### config.mk
export PLATFORM = sky130hd
export DESIGN_NAME = binary_heap_priority_queue_core
export DESIGN_NICKNAME = d
export VERILOG_FILES = /design/src/bph_pkg.sv /design/src/bph_heap_mem.sv /design/src/binary_heap_priority_queue_core.sv
export SDC_FILE = /design/constraint.sdc
export NUM_CORES = 2
export LEC_CHECK = 0
export BUFFER_PORTS_ARGS = -buffer_cell sky130_fd_sc_hd__buf_2
export CAP_MARGIN = 25
export CORE_ASPECT_RATIO = 1.4
export CORE_MARGIN = 3
export CORE_UTILIZATION = 40
export CTS_BUF_LIST = sky130_fd_sc_hd__clkbuf_4 sky130_fd_sc_hd__clkbuf_8
export DETAILED_ROUTE_END_ITERATION = 8
export SYNTH_ARGS = -nofsm -noshare
export SYNTH_HDL_FRONTEND = slang
export SYNTH_SLANG_ARGS = --single-unit
### constraint.sdc
create_clock -name i_clk -period 6.85 [get_ports i_clk]
set_input_delay 1.0275 -clock i_clk [delete_from_list [all_inputs] [get_ports i_clk]]
set_output_delay 1.0275 -clock i_clk [all_outputs]
set_load 0.02 [all_outputs]
### src/bph_pkg.sv
`timescale 1ns / 1ps
`default_nettype none

package bph_pkg;

    localparam int KEY_W = 32;
    localparam int CNT_W = 7;

    // request codes
    localparam logic REQ_PUSH = 1'b0;
    localparam logic REQ_POP  = 1'b1;

    // status codes
    localparam logic [1:0] ST_OK    = 2'd0;
    localparam logic [1:0] ST_EMPTY = 2'd1;
    localparam logic [1:0] ST_FULL  = 2'd2;

    typedef struct packed {
        logic             req_type;
        logic [KEY_W-1:0] key;
    } t_req;

    typedef struct packed {
        logic [1:0]       status;
        logic [KEY_W-1:0] popped_key;
        logic [KEY_W-1:0] top_key;
        logic             top_valid;
        logic [CNT_W-1:0] entry_count;
    } t_rsp;

endpackage

`default_nettype wire

### src/bph_heap_mem.sv
`timescale 1ns / 1ps
`default_nettype none

module bph_heap_mem #(
    parameter int DEPTH = 64,
    parameter int WIDTH = 32,
    parameter int AW    = 6
) (
    input  wire logic             i_clk,
    input  wire logic             i_we,
    input  wire logic [AW-1:0]    i_waddr,
    input  wire logic [WIDTH-1:0] i_wdata,
    input  wire logic [AW-1:0]    i_raddr_a,
    input  wire logic [AW-1:0]    i_raddr_b,
    output logic      [WIDTH-1:0] o_rdata_a,
    output logic      [WIDTH-1:0] o_rdata_b
);

    logic [WIDTH-1:0] r_mem [DEPTH];

    always_ff @(posedge i_clk) begin
        if (i_we) begin
            r_mem[i_waddr] <= i_wdata;
        end
        o_rdata_a <= r_mem[i_raddr_a];
        o_rdata_b <= r_mem[i_raddr_b];
    end

endmodule

`default_nettype wire

### src/binary_heap_priority_queue_core.sv
`timescale 1ns / 1ps
`default_nettype none

// Binary heap priority queue with a fixed capacity of CAPACITY keys.
// Input channel (i_in_valid / o_in_stall / i_in_data): each transaction is a
// push of a key or a pop of the entry with priority. Output channel
// (o_out_valid / i_out_stall / o_out_data): exactly one result transaction per
// request, carrying status, popped key, new top, non-empty flag and count.
// Config channel (i_cfg_valid / o_cfg_ready / i_cfg_data): writes min_first
// (1 = smallest first, 0 = largest first); always ready, write only while idle.
// The heap lives in one synchronous RAM with two read ports. A push climbs
// one level per step; a pop first reads the last entry, then descends one
// level per step, with one RAM read and one compare/write-back per step.
// Rejected pushes and empty pops skip the heap walk and go straight to the result.
// One request is worked on at a time; o_in_stall is high while it is in flight
// and the next request is taken in the cycle after the result is loaded.
// A finished result sits in the output register, so the next request is taken
// while the receiver stalls; its result then waits until the register frees.
// Reset (synchronous, active low) empties the queue, sets min_first to 1 and
// drops any pending result. The RAM needs no clearing pass.
module binary_heap_priority_queue_core
    import bph_pkg::*;
#(
    parameter int CAPACITY = 64,
    parameter int KEY_BITS = 32
) (
    input  wire logic i_clk,
    input  wire logic i_rst_n,
    // config
    input  wire logic i_cfg_valid,
    output logic      o_cfg_ready,
    input  wire logic i_cfg_data,
    // requests
    input  wire logic i_in_valid,
    output logic      o_in_stall,
    input  wire t_req i_in_data,
    // results
    output logic      o_out_valid,
    input  wire logic i_out_stall,
    output t_rsp      o_out_data
);

    localparam int AW = (CAPACITY > 1) ? $clog2(CAPACITY) : 1;
    localparam int CW = $clog2(CAPACITY + 1);
    localparam int IW = AW + 2;

    localparam logic [2:0] S_IDLE     = 3'd0;
    localparam logic [2:0] S_UP       = 3'd1;
    localparam logic [2:0] S_DN_LAST  = 3'd2;
    localparam logic [2:0] S_DN_ISSUE = 3'd3;
    localparam logic [2:0] S_DN       = 3'd4;
    localparam logic [2:0] S_DONE     = 3'd5;

    // true when key b strictly outranks key a
    function automatic logic f_outranks(input logic [KEY_BITS-1:0] a,
                                        input logic [KEY_BITS-1:0] b,
                                        input logic                minf);
        return minf ? (b < a) : (b > a);
    endfunction

    logic [2:0]          r_state, n_state;
    logic [CW-1:0]       r_cnt, n_cnt;
    logic                r_min_first;
    logic [AW-1:0]       r_pos, n_pos;
    logic [KEY_BITS-1:0] r_val, n_val;
    logic [KEY_BITS-1:0] r_top;
    logic [KEY_BITS-1:0] r_popped, n_popped;
    logic [1:0]          r_status, n_status;
    logic                r_out_valid, n_out_valid;
    t_rsp                r_out;

    // RAM port
    logic                mem_we;
    logic [AW-1:0]       mem_waddr;
    logic [KEY_BITS-1:0] mem_wdata;
    logic [AW-1:0]       mem_raddr_a, mem_raddr_b;
    logic [KEY_BITS-1:0] mem_rdata_a, mem_rdata_b;

    logic                accept;
    logic                load_out;
    logic [63:0]         key_w;
    logic [63:0]         top_w;
    logic [63:0]         popped_w;
    logic [15:0]         cnt_w;
    logic [IW-1:0]       pos_ext, l_ext, r_ext, cnt_ext;
    logic [AW-1:0]       up_par, up_par2, in_pos, in_par;
    logic [CW-1:0]       cnt_m1;
    logic                left_win, right_win;
    logic [KEY_BITS-1:0] cand;
    t_rsp                rsp;

    bph_heap_mem #(
        .DEPTH(CAPACITY),
        .WIDTH(KEY_BITS),
        .AW   (AW)
    ) u_mem (
        .i_clk    (i_clk),
        .i_we     (mem_we),
        .i_waddr  (mem_waddr),
        .i_wdata  (mem_wdata),
        .i_raddr_a(mem_raddr_a),
        .i_raddr_b(mem_raddr_b),
        .o_rdata_a(mem_rdata_a),
        .o_rdata_b(mem_rdata_b)
    );

    assign o_cfg_ready = 1'b1;
    assign o_in_stall  = (r_state != S_IDLE);
    assign o_out_valid = r_out_valid;
    assign o_out_data  = r_out;

    assign accept = i_in_valid && (r_state == S_IDLE);
    assign key_w  = 64'(i_in_data.key);

    // heap index arithmetic
    assign pos_ext = IW'(r_pos);
    assign l_ext   = (pos_ext << 1) + IW'(1);
    assign r_ext   = l_ext + IW'(1);
    assign cnt_ext = IW'(r_cnt);
    assign up_par  = (r_pos - AW'(1)) >> 1;
    assign up_par2 = (up_par - AW'(1)) >> 1;
    assign in_pos  = r_cnt[AW-1:0];
    assign in_par  = (in_pos - AW'(1)) >> 1;
    assign cnt_m1  = r_cnt - CW'(1);

    // sift-down child selection; left wins ties
    assign left_win  = f_outranks(r_val, mem_rdata_a, r_min_first);
    assign cand      = left_win ? mem_rdata_a : r_val;
    assign right_win = (r_ext < cnt_ext) && f_outranks(cand, mem_rdata_b, r_min_first);

    always_comb begin
        n_state     = r_state;
        n_cnt       = r_cnt;
        n_pos       = r_pos;
        n_val       = r_val;
        n_popped    = r_popped;
        n_status    = r_status;
        mem_we      = 1'b0;
        mem_waddr   = r_pos;
        mem_wdata   = r_val;
        mem_raddr_a = l_ext[AW-1:0];
        mem_raddr_b = r_ext[AW-1:0];
        load_out    = 1'b0;

        case (r_state)
            S_IDLE: begin
                // prefetch: last entry for a pop, parent of the new slot for a push
                mem_raddr_a = (i_in_data.req_type == REQ_POP) ? cnt_m1[AW-1:0] : in_par;
                if (accept) begin
                    n_popped = '0;
                    n_status = ST_OK;
                    if (i_in_data.req_type == REQ_PUSH) begin
                        if (r_cnt == CW'(CAPACITY)) begin
                            n_status = ST_FULL;
                            n_state  = S_DONE;
                        end else begin
                            n_val   = key_w[KEY_BITS-1:0];
                            n_pos   = in_pos;
                            n_cnt   = r_cnt + CW'(1);
                            n_state = S_UP;
                        end
                    end else begin
                        if (r_cnt == '0) begin
                            n_status = ST_EMPTY;
                            n_state  = S_DONE;
                        end else begin
                            n_popped = r_top;
                            n_cnt    = cnt_m1;
                            n_pos    = '0;
                            n_state  = (cnt_m1 == '0) ? S_DONE : S_DN_LAST;
                        end
                    end
                end
            end
            S_UP: begin
                mem_raddr_a = up_par2;
                if (r_pos == '0) begin
                    mem_we  = 1'b1;
                    n_state = S_DONE;
                end else if (f_outranks(mem_rdata_a, r_val, r_min_first)) begin
                    // move the parent down, climb one level
                    mem_we    = 1'b1;
                    mem_wdata = mem_rdata_a;
                    n_pos     = up_par;
                end else begin
                    mem_we  = 1'b1;
                    n_state = S_DONE;
                end
            end
            S_DN_LAST: begin
                n_val   = mem_rdata_a;
                n_state = S_DN_ISSUE;
            end
            S_DN_ISSUE: begin
                // children of r_pos are read on the default addresses
                if (l_ext >= cnt_ext) begin
                    mem_we  = 1'b1;
                    n_state = S_DONE;
                end else begin
                    n_state = S_DN;
                end
            end
            S_DN: begin
                mem_we = 1'b1;
                if (left_win || right_win) begin
                    // move the better child up, descend one level
                    mem_wdata = right_win ? mem_rdata_b : mem_rdata_a;
                    n_pos     = right_win ? r_ext[AW-1:0] : l_ext[AW-1:0];
                    n_state   = S_DN_ISSUE;
                end else begin
                    n_state = S_DONE;
                end
            end
            S_DONE: begin
                if (!r_out_valid || !i_out_stall) begin
                    load_out = 1'b1;
                    n_state  = S_IDLE;
                end
            end
            default: begin
                n_state = S_IDLE;
            end
        endcase
    end

    assign n_out_valid = load_out | (r_out_valid & i_out_stall);

    // result assembly
    assign top_w    = 64'(r_top);
    assign popped_w = 64'(r_popped);
    assign cnt_w    = 16'(r_cnt);

    always_comb begin
        rsp.status      = r_status;
        rsp.popped_key  = popped_w[KEY_W-1:0];
        rsp.top_key     = (r_cnt != '0) ? top_w[KEY_W-1:0] : '0;
        rsp.top_valid   = (r_cnt != '0);
        rsp.entry_count = cnt_w[CNT_W-1:0];
    end

    always_ff @(posedge i_clk) begin
        if (!i_rst_n) begin
            r_state     <= S_IDLE;
            r_cnt       <= '0;
            r_min_first <= 1'b1;
            r_out_valid <= 1'b0;
        end else begin
            r_state     <= n_state;
            r_cnt       <= n_cnt;
            r_out_valid <= n_out_valid;
            if (i_cfg_valid) begin
                r_min_first <= i_cfg_data;
            end
        end
    end

    always_ff @(posedge i_clk) begin
        r_pos    <= n_pos;
        r_val    <= n_val;
        r_popped <= n_popped;
        r_status <= n_status;
        // shadow the root so the top is available without a RAM read
        if (mem_we && (mem_waddr == '0)) begin
            r_top <= mem_wdata;
        end
        if (load_out) begin
            r_out <= rsp;
        end
    end

endmodule

`default_nettype wire

* After elaboration in Yosys (flattened, before gate mapping)
Memories as Yosys holds them, arrays and structs flattened. A register that Yosys moved wholly into a read port is not among the register bits.
Cells that the tools add are included.
** Word-level totals
- Memories :: 1
- Bits in writable memories :: 2048
- Bits in latches :: 0
- Register bits :: 190
- ROM bits :: 0
- Input bits :: 39
** Cells by class
- Multiplexer cells :: 47
- Div/mod/pow operators :: 0
- $add $sub $neg :: 7
- Bitwise operators :: 3
- Magnitude comparators :: 8
- Multiply operators :: 0
- Shift-type cells :: 0
- Eq/ne operators :: 18
- Reductions and logical operators :: 22
** Memories
- u_mem.r_mem :: depth 64, bits a word 32, rd ports 2, clocked after Yosys merged registers in 2, write ports 1, line bph_heap_mem.sv:19 : logic [WIDTH-1:0] r_mem [DEPTH];
** Operators with widths (number)
- 32-bit two-way mux :: 8
- 32-bit one-hot mux with 2 select lines :: 2
- 32-bit greater-than comparator :: 3
- 32-bit < comparator :: 3
- 6-bit two-way mux :: 9
- 3-bit two-way mux :: 9
- 7-bit two-way mux :: 3
- 2-bit inequality test, second input constant :: 9
- 3-bit one-hot mux with 6 select lines :: 1
- 6-bit one-hot mux with 3 select lines :: 1
- 7-bit zero test :: 2
- 6-bit one-hot mux with 2 select lines :: 1
- 6-bit by 1-bit subtractor with 6-bit output, second input constant :: 2
- 1-bit two-way mux :: 10
- 3-bit inequality test, second input constant :: 3
- 7-bit by 1-bit adder with 8-bit output, second input constant :: 1
- 8-bit by 1-bit adder with 8-bit output, second input constant :: 1
- 8-bit by 7-bit >= comparator with 1-bit output :: 1
- 8-bit by 7-bit < comparator with 1-bit output :: 1
- 4-bit AND reduction :: 2
- 7-bit by 1-bit adder with 7-bit output, second input constant :: 1
- 7-bit == test, second input constant :: 1
- 7-bit AND reduction :: 1
- 7-bit nonzero test :: 1
- 20 further kinds :: 29

* Depth between registers and ports, before layout
- Depth in word-level cells :: 9
- Gate-level depth with buffers :: 23
- Gate-level depth less buffers :: 20

* By module
A second synthesis with hierarchy kept.
** Unflattened totals
- Cells, all modules :: 5302
- Area total of the unflattened synthesis :: 106223.1 µm²
** Modules (own cells, without submodules)
- bph_heap_mem :: area an instance 95660.5 µm², times used 1, cells each 4412
- binary_heap_priority_queue_core :: area an instance 10562.6 µm², times used 1, cells each 890

* Worst setup path before layout
No wires, ideal clock.
- Path kind :: flip-flop to flip-flop
- Start :: reg r_val[9]
- End :: reg r_top[11], data pin
- Data arrival time :: 6.430 ns
- Setup slack :: -0.127 ns
- Cell stages (with the launch flop) :: 21
- Path through :: edfxtp_1 > ha_1 > a21o_1 > a21o_1 > a221oi_1 > o211ai_1 > a211o_1 > mux2_4 > clkbuf_1 > buf_2 > a21oi_1 > ha_1 > and4_1 > a221oi_1 > o221ai_1 > a21oi_1 > mux2i_1 > clkbuf_1 > clkbuf_1 > nand2_1 > o211ai_1
** Between the ends
- Cells in the longest elaborated chain, start to end :: 9
** Ends and longest elaborated chain
- start: declaration :: line binary_heap_priority_queue_core.sv:65 : logic [KEY_BITS-1:0] r_val, n_val;
- start signal: assignment :: line binary_heap_priority_queue_core.sv:259 : r_val <= n_val;
- 32-bit greater-than comparator / 32-bit < comparator (equally long branches) :: line binary_heap_priority_queue_core.sv:58 : return minf ? (b < a) : (b > a);
- 1-bit two-way mux :: line binary_heap_priority_queue_core.sv:58
- 32-bit two-way mux :: line binary_heap_priority_queue_core.sv:128 : assign cand = left_win ? mem_rdata_a : r_val;
- 32-bit greater-than comparator / 32-bit < comparator (equally long branches) :: line binary_heap_priority_queue_core.sv:58
- 1-bit two-way mux :: line binary_heap_priority_queue_core.sv:58
- 1-bit logical AND :: line binary_heap_priority_queue_core.sv:129 : assign right_win = (r_ext < cnt_ext) && f_outranks(cand, mem_rdata_b, r_min_first);
- 32-bit two-way mux / 1-bit logical OR (equally long branches) :: line binary_heap_priority_queue_core.sv:207, binary_heap_priority_queue_core.sv:205
- 32-bit two-way mux :: line binary_heap_priority_queue_core.sv:205 : if (left_win || right_win) begin
- 32-bit one-hot mux with 2 select lines * :: line binary_heap_priority_queue_core.sv:145 : case (r_state)
- named net mem_wdata[11] :: line binary_heap_priority_queue_core.sv:75 : logic [KEY_BITS-1:0] mem_wdata;
- end signal: assignment :: line binary_heap_priority_queue_core.sv:264 : r_top <= mem_wdata;
- end: declaration :: line binary_heap_priority_queue_core.sv:66 : logic [KEY_BITS-1:0] r_top;
Mark *: on every way through the listed nets, which the timed path passes. The rest lies on a longest branch.
A chain may end at the register's enable or synchronous reset.

* Final worst setup path
- Start :: reg r_val[1]
- End :: mem u_mem.r_mem[35][24], data pin
** Between the ends
- Cells in the longest elaborated chain, start to end :: 9
** Ends and longest elaborated chain (line)
- 32-bit greater-than comparator / 32-bit < comparator (equally long branches) :: binary_heap_priority_queue_core.sv:58
- 1-bit two-way mux :: binary_heap_priority_queue_core.sv:58
- 32-bit two-way mux :: binary_heap_priority_queue_core.sv:128
- 32-bit greater-than comparator / 32-bit < comparator (equally long branches) :: binary_heap_priority_queue_core.sv:58
- 1-bit two-way mux :: binary_heap_priority_queue_core.sv:58
- 1-bit logical AND :: binary_heap_priority_queue_core.sv:129
- 32-bit two-way mux / 1-bit logical OR (equally long branches) :: binary_heap_priority_queue_core.sv:207, binary_heap_priority_queue_core.sv:205
- 32-bit two-way mux :: binary_heap_priority_queue_core.sv:205
- 32-bit one-hot mux with 2 select lines * :: binary_heap_priority_queue_core.sv:145
- named net mem_wdata[24] :: binary_heap_priority_queue_core.sv:75
- end: declaration :: bph_heap_mem.sv:19
Marked as above.

==> flow_summary.json <==
{
  "area_delta_synth_final_pct": 12.4,
  "path_max_fanout": 65,
  "nets": 7954,
  "syn-instance-count": 7675,
  "clkSinkCount": 2302,
  "crit_path_end_kind": "flip-flop",
  "cts_buffers": 336,
  "drv_slew": 0,
  "finalSetupViolations": 0,
  "io_pins": 116,
  "yosys_warnings": 0,
  "outcome": "completed",
  "cts_tree": "done",
  "cts_buffer_depth": 4,
  "dp_hpwl_um": 213000,
  "synth.distinct_cells": 80,
  "die_area_sq_um": 260000,
  "ant_nets": 0,
  "multiInputGateArea_sq_um": 31100,
  "max_stage_delay_ns": 0.51,
  "cp.arrival_ns": 7.02,
  "grt.overflow.total": 0,
  "required_ns": 7.49,
  "vias": 72600,
  "htreeDepth": 5,
  "finalHoldViolations": 0,
  "grt_pass1_vias": 70400,
  "min_from": "i_cfg_data",
  "path_cells": "ha_1 -> nor2b_1 -> o211ai_1 -> a2111o_1 -> o211ai_1 -> a211o_1 -> mux2_4 -> mux2i_1 -> ha_1 -> a21oi_1 -> o21ai_0 -> a221oi_1 -> buf_4 -> o221ai_1 -> a21oi_1 -> mux2i_4 -> buf_12 -> buf_4 -> o21ai_0 -> a21oi_1 -> a211o_2 -> buf_4",
  "clk_pin_slew_ns": 0.06,
  "drive_gt1_share_pct": 16.9,
  "finalCriticalPeriod_ns": 6.38,
  "hp-class": "primary input to flip-flop",
  "root_buffer": "clkbuf_8",
  "period_share_pct": 93.1,
  "relSlewSlack_pct": 18.5,
  "grt_use_total_pct": 28.3,
  "seq_area_sq_um": 68400,
  "tightest_slew_ns": 1.21,
  "num-fill-cells": 22300,
  "synth_flop_cell": "edfxtp_1",
  "path_delay_family": "compound AO/OA/AOI/OAI gates",
  "die_h_um": 602,
  "crit_path_start": "r_val[1]",
  "gp_congestion": 0.928,
  "synthTopCellsByCount": "edfxtp_1, nand2_1, nand3_1, clkbuf_1, a31oi_1",
  "yosys-top-cells-area": "edfxtp_1, nand2_1, mux4_2",
  "grt_setup_unrepaired": "false",
  "drv_cap": 0,
  "fp.dieW_um": 432,
  "postSynth.asyncResetShare_pct": 0,
  "synth.largest_area_cell": "edfxtp_1",
  "grt_pass1_wl_um": 526000,
  "path_class": "flip-flop to flip-flop",
  "avgRoutedWirePerCell_um": 33.1,
  "clk_latency_ns": 0.99,
  "max_freq_mhz": 157,
  "critPathSlowestCell": "buf_4",
  "yosysTopAreaCellShare_pct": 65.8,
  "syn_area_sq_um": 102000,
  "reg2reg_slack_ns": 0.47,
  "via_per_inst": 6.35,
  "core.rowCount": 218,
  "drtPass1Iterations": 8,
  "routed_wirelength_um": 378000,
  "fin_worst_skew_ns": 0.0611,
  "initial_utilization_pct": 40.3,
  "cp-start-kind": "flip-flop",
  "rr_startpoint": "r_val[1]",
  "core-area_sq_um": 252000,
  "synth_edf_count": 2226,
  "grt_max_degree": 108,
  "numPortBuffers": 114,
  "cts_setup_buffers": 0,
  "fin_tns_setup_ns": 0,
  "first_iter_violations": 10100,
  "postSynthAreaPerCell_sq_um": 13.2,
  "synth_most_common_cell": "edfxtp_1",
  "ys_seq_area_share_pct": 67.3,
  "synth.net_count": 7797,
  "antenna_found_initial": 30,
  "remaining_drc_errors": 0,
  "critPathBufInv": 4,
  "ys_ff_latch": 2302
}
==> logic make-up (layout without fill, tap and decap cells) <==
| logic type | Yosys count | count (layout) | share of synthesized area (%) |
|---|---|---|---|
| AOI/OAI and AO/OA | 1132 | 1132 | 7.41 |
| xor gates and xnor gates | 26 | 26 | 0.238 |
| adders and majority gates | 83 | 83 | 1.02 |
| buffers and inverters | 665 | 1080 | 2.73 |
| DFF | 2302 | 2302 | 67.3 |
| muxes | 507 | 507 | 8.20 |
| other | 1 | 38 | 0.00369 |
| and+or+nand+nor | 2959 | 2959 | 13.1 |
==> per-stage QoR <==
stage	utilization, %	worst slack, ns	area, sq um	hold slack (ns)	instances
2_1_floorplan	-	0.0705	102000	0.400	7675
3_3_place_gp	42.6	0.356	108000	0.403	10800
3_5_place_dp	42.6	0.413	108000	0.405	10800
4_1_cts	45.2	0.352	114000	0.207	11400
5_1_grt	45.3	0.0126	114000	0.289	11400
6_report	45.3	0.471	114000	0.294	11400
==> path summary, 6_finish.rpt <==
kind	end	cells past startpoint
worst max-delay path	u_mem.r_mem[35][24]	22
worst min register to register	o_out_data[42]	0
worst max register to register	u_mem.r_mem[35][24]	22
worst min-delay path	r_min_first	3
==> placed cells by master, fill, tap and decap left out, drive strengths merged, types with 152 or more instances in the layout <==
cell    count
and3      320
buf       430
mux2i     217
a31oi     342
edfxtp   2226
nor2      152
clkbuf    457
nand3     516
mux4      256
a21oi     317
nand2    1662
==> flip-flops by register name, indices dropped and copies added, names as in the netlist, 6 cells and up <==
register and cells:
r_val 32, r_popped 32, mem_waddr 6, u_mem.o_rdata_a 32
r_top 32, r_cnt 7, u_mem.r_mem 2048, o_out_data 74
u_mem.o_rdata_b 32
==> tightest hold or removal path: stages <==
cell     delay, ns
buf_2         0.07
mux2i_1       0.05
nand2_1       0.06
==> routing by layer <==
metal | track usage, % | up-vias | share of wire (%)
li1 | - | 29800 | -
met1 | 33.8 | 36700 | 34
met2 | 45.5 | 4852 | 47
met3 | 5.03 | 1266 | 9.9
met4 | 21.8 | 10 | 9.2
met5 | 0 | - | 0.017
==> final cells by class <==
cell class	count	share of cell area, %
flip-flops and latches	2302	59.9
inverters	54	0.183
clock buffers	457	4.89
repair buffers	430	3.32
multi-input cells	4708	27.3
clock inverters	139	0.773
diodes	37	0.0811
well taps	3300	3.62
==> repair_timing <==
action / in CTS / in global routing
resized for setup: 0 / 2
setup endpoints to repair: 0 / 88
hold endpoints to repair: 0 / 0
hold buffers: 0 / 0
Power is left out: the tool's default activity adds up to more than one toggle a clock period on the data nets, which glitch-free logic cannot reach.
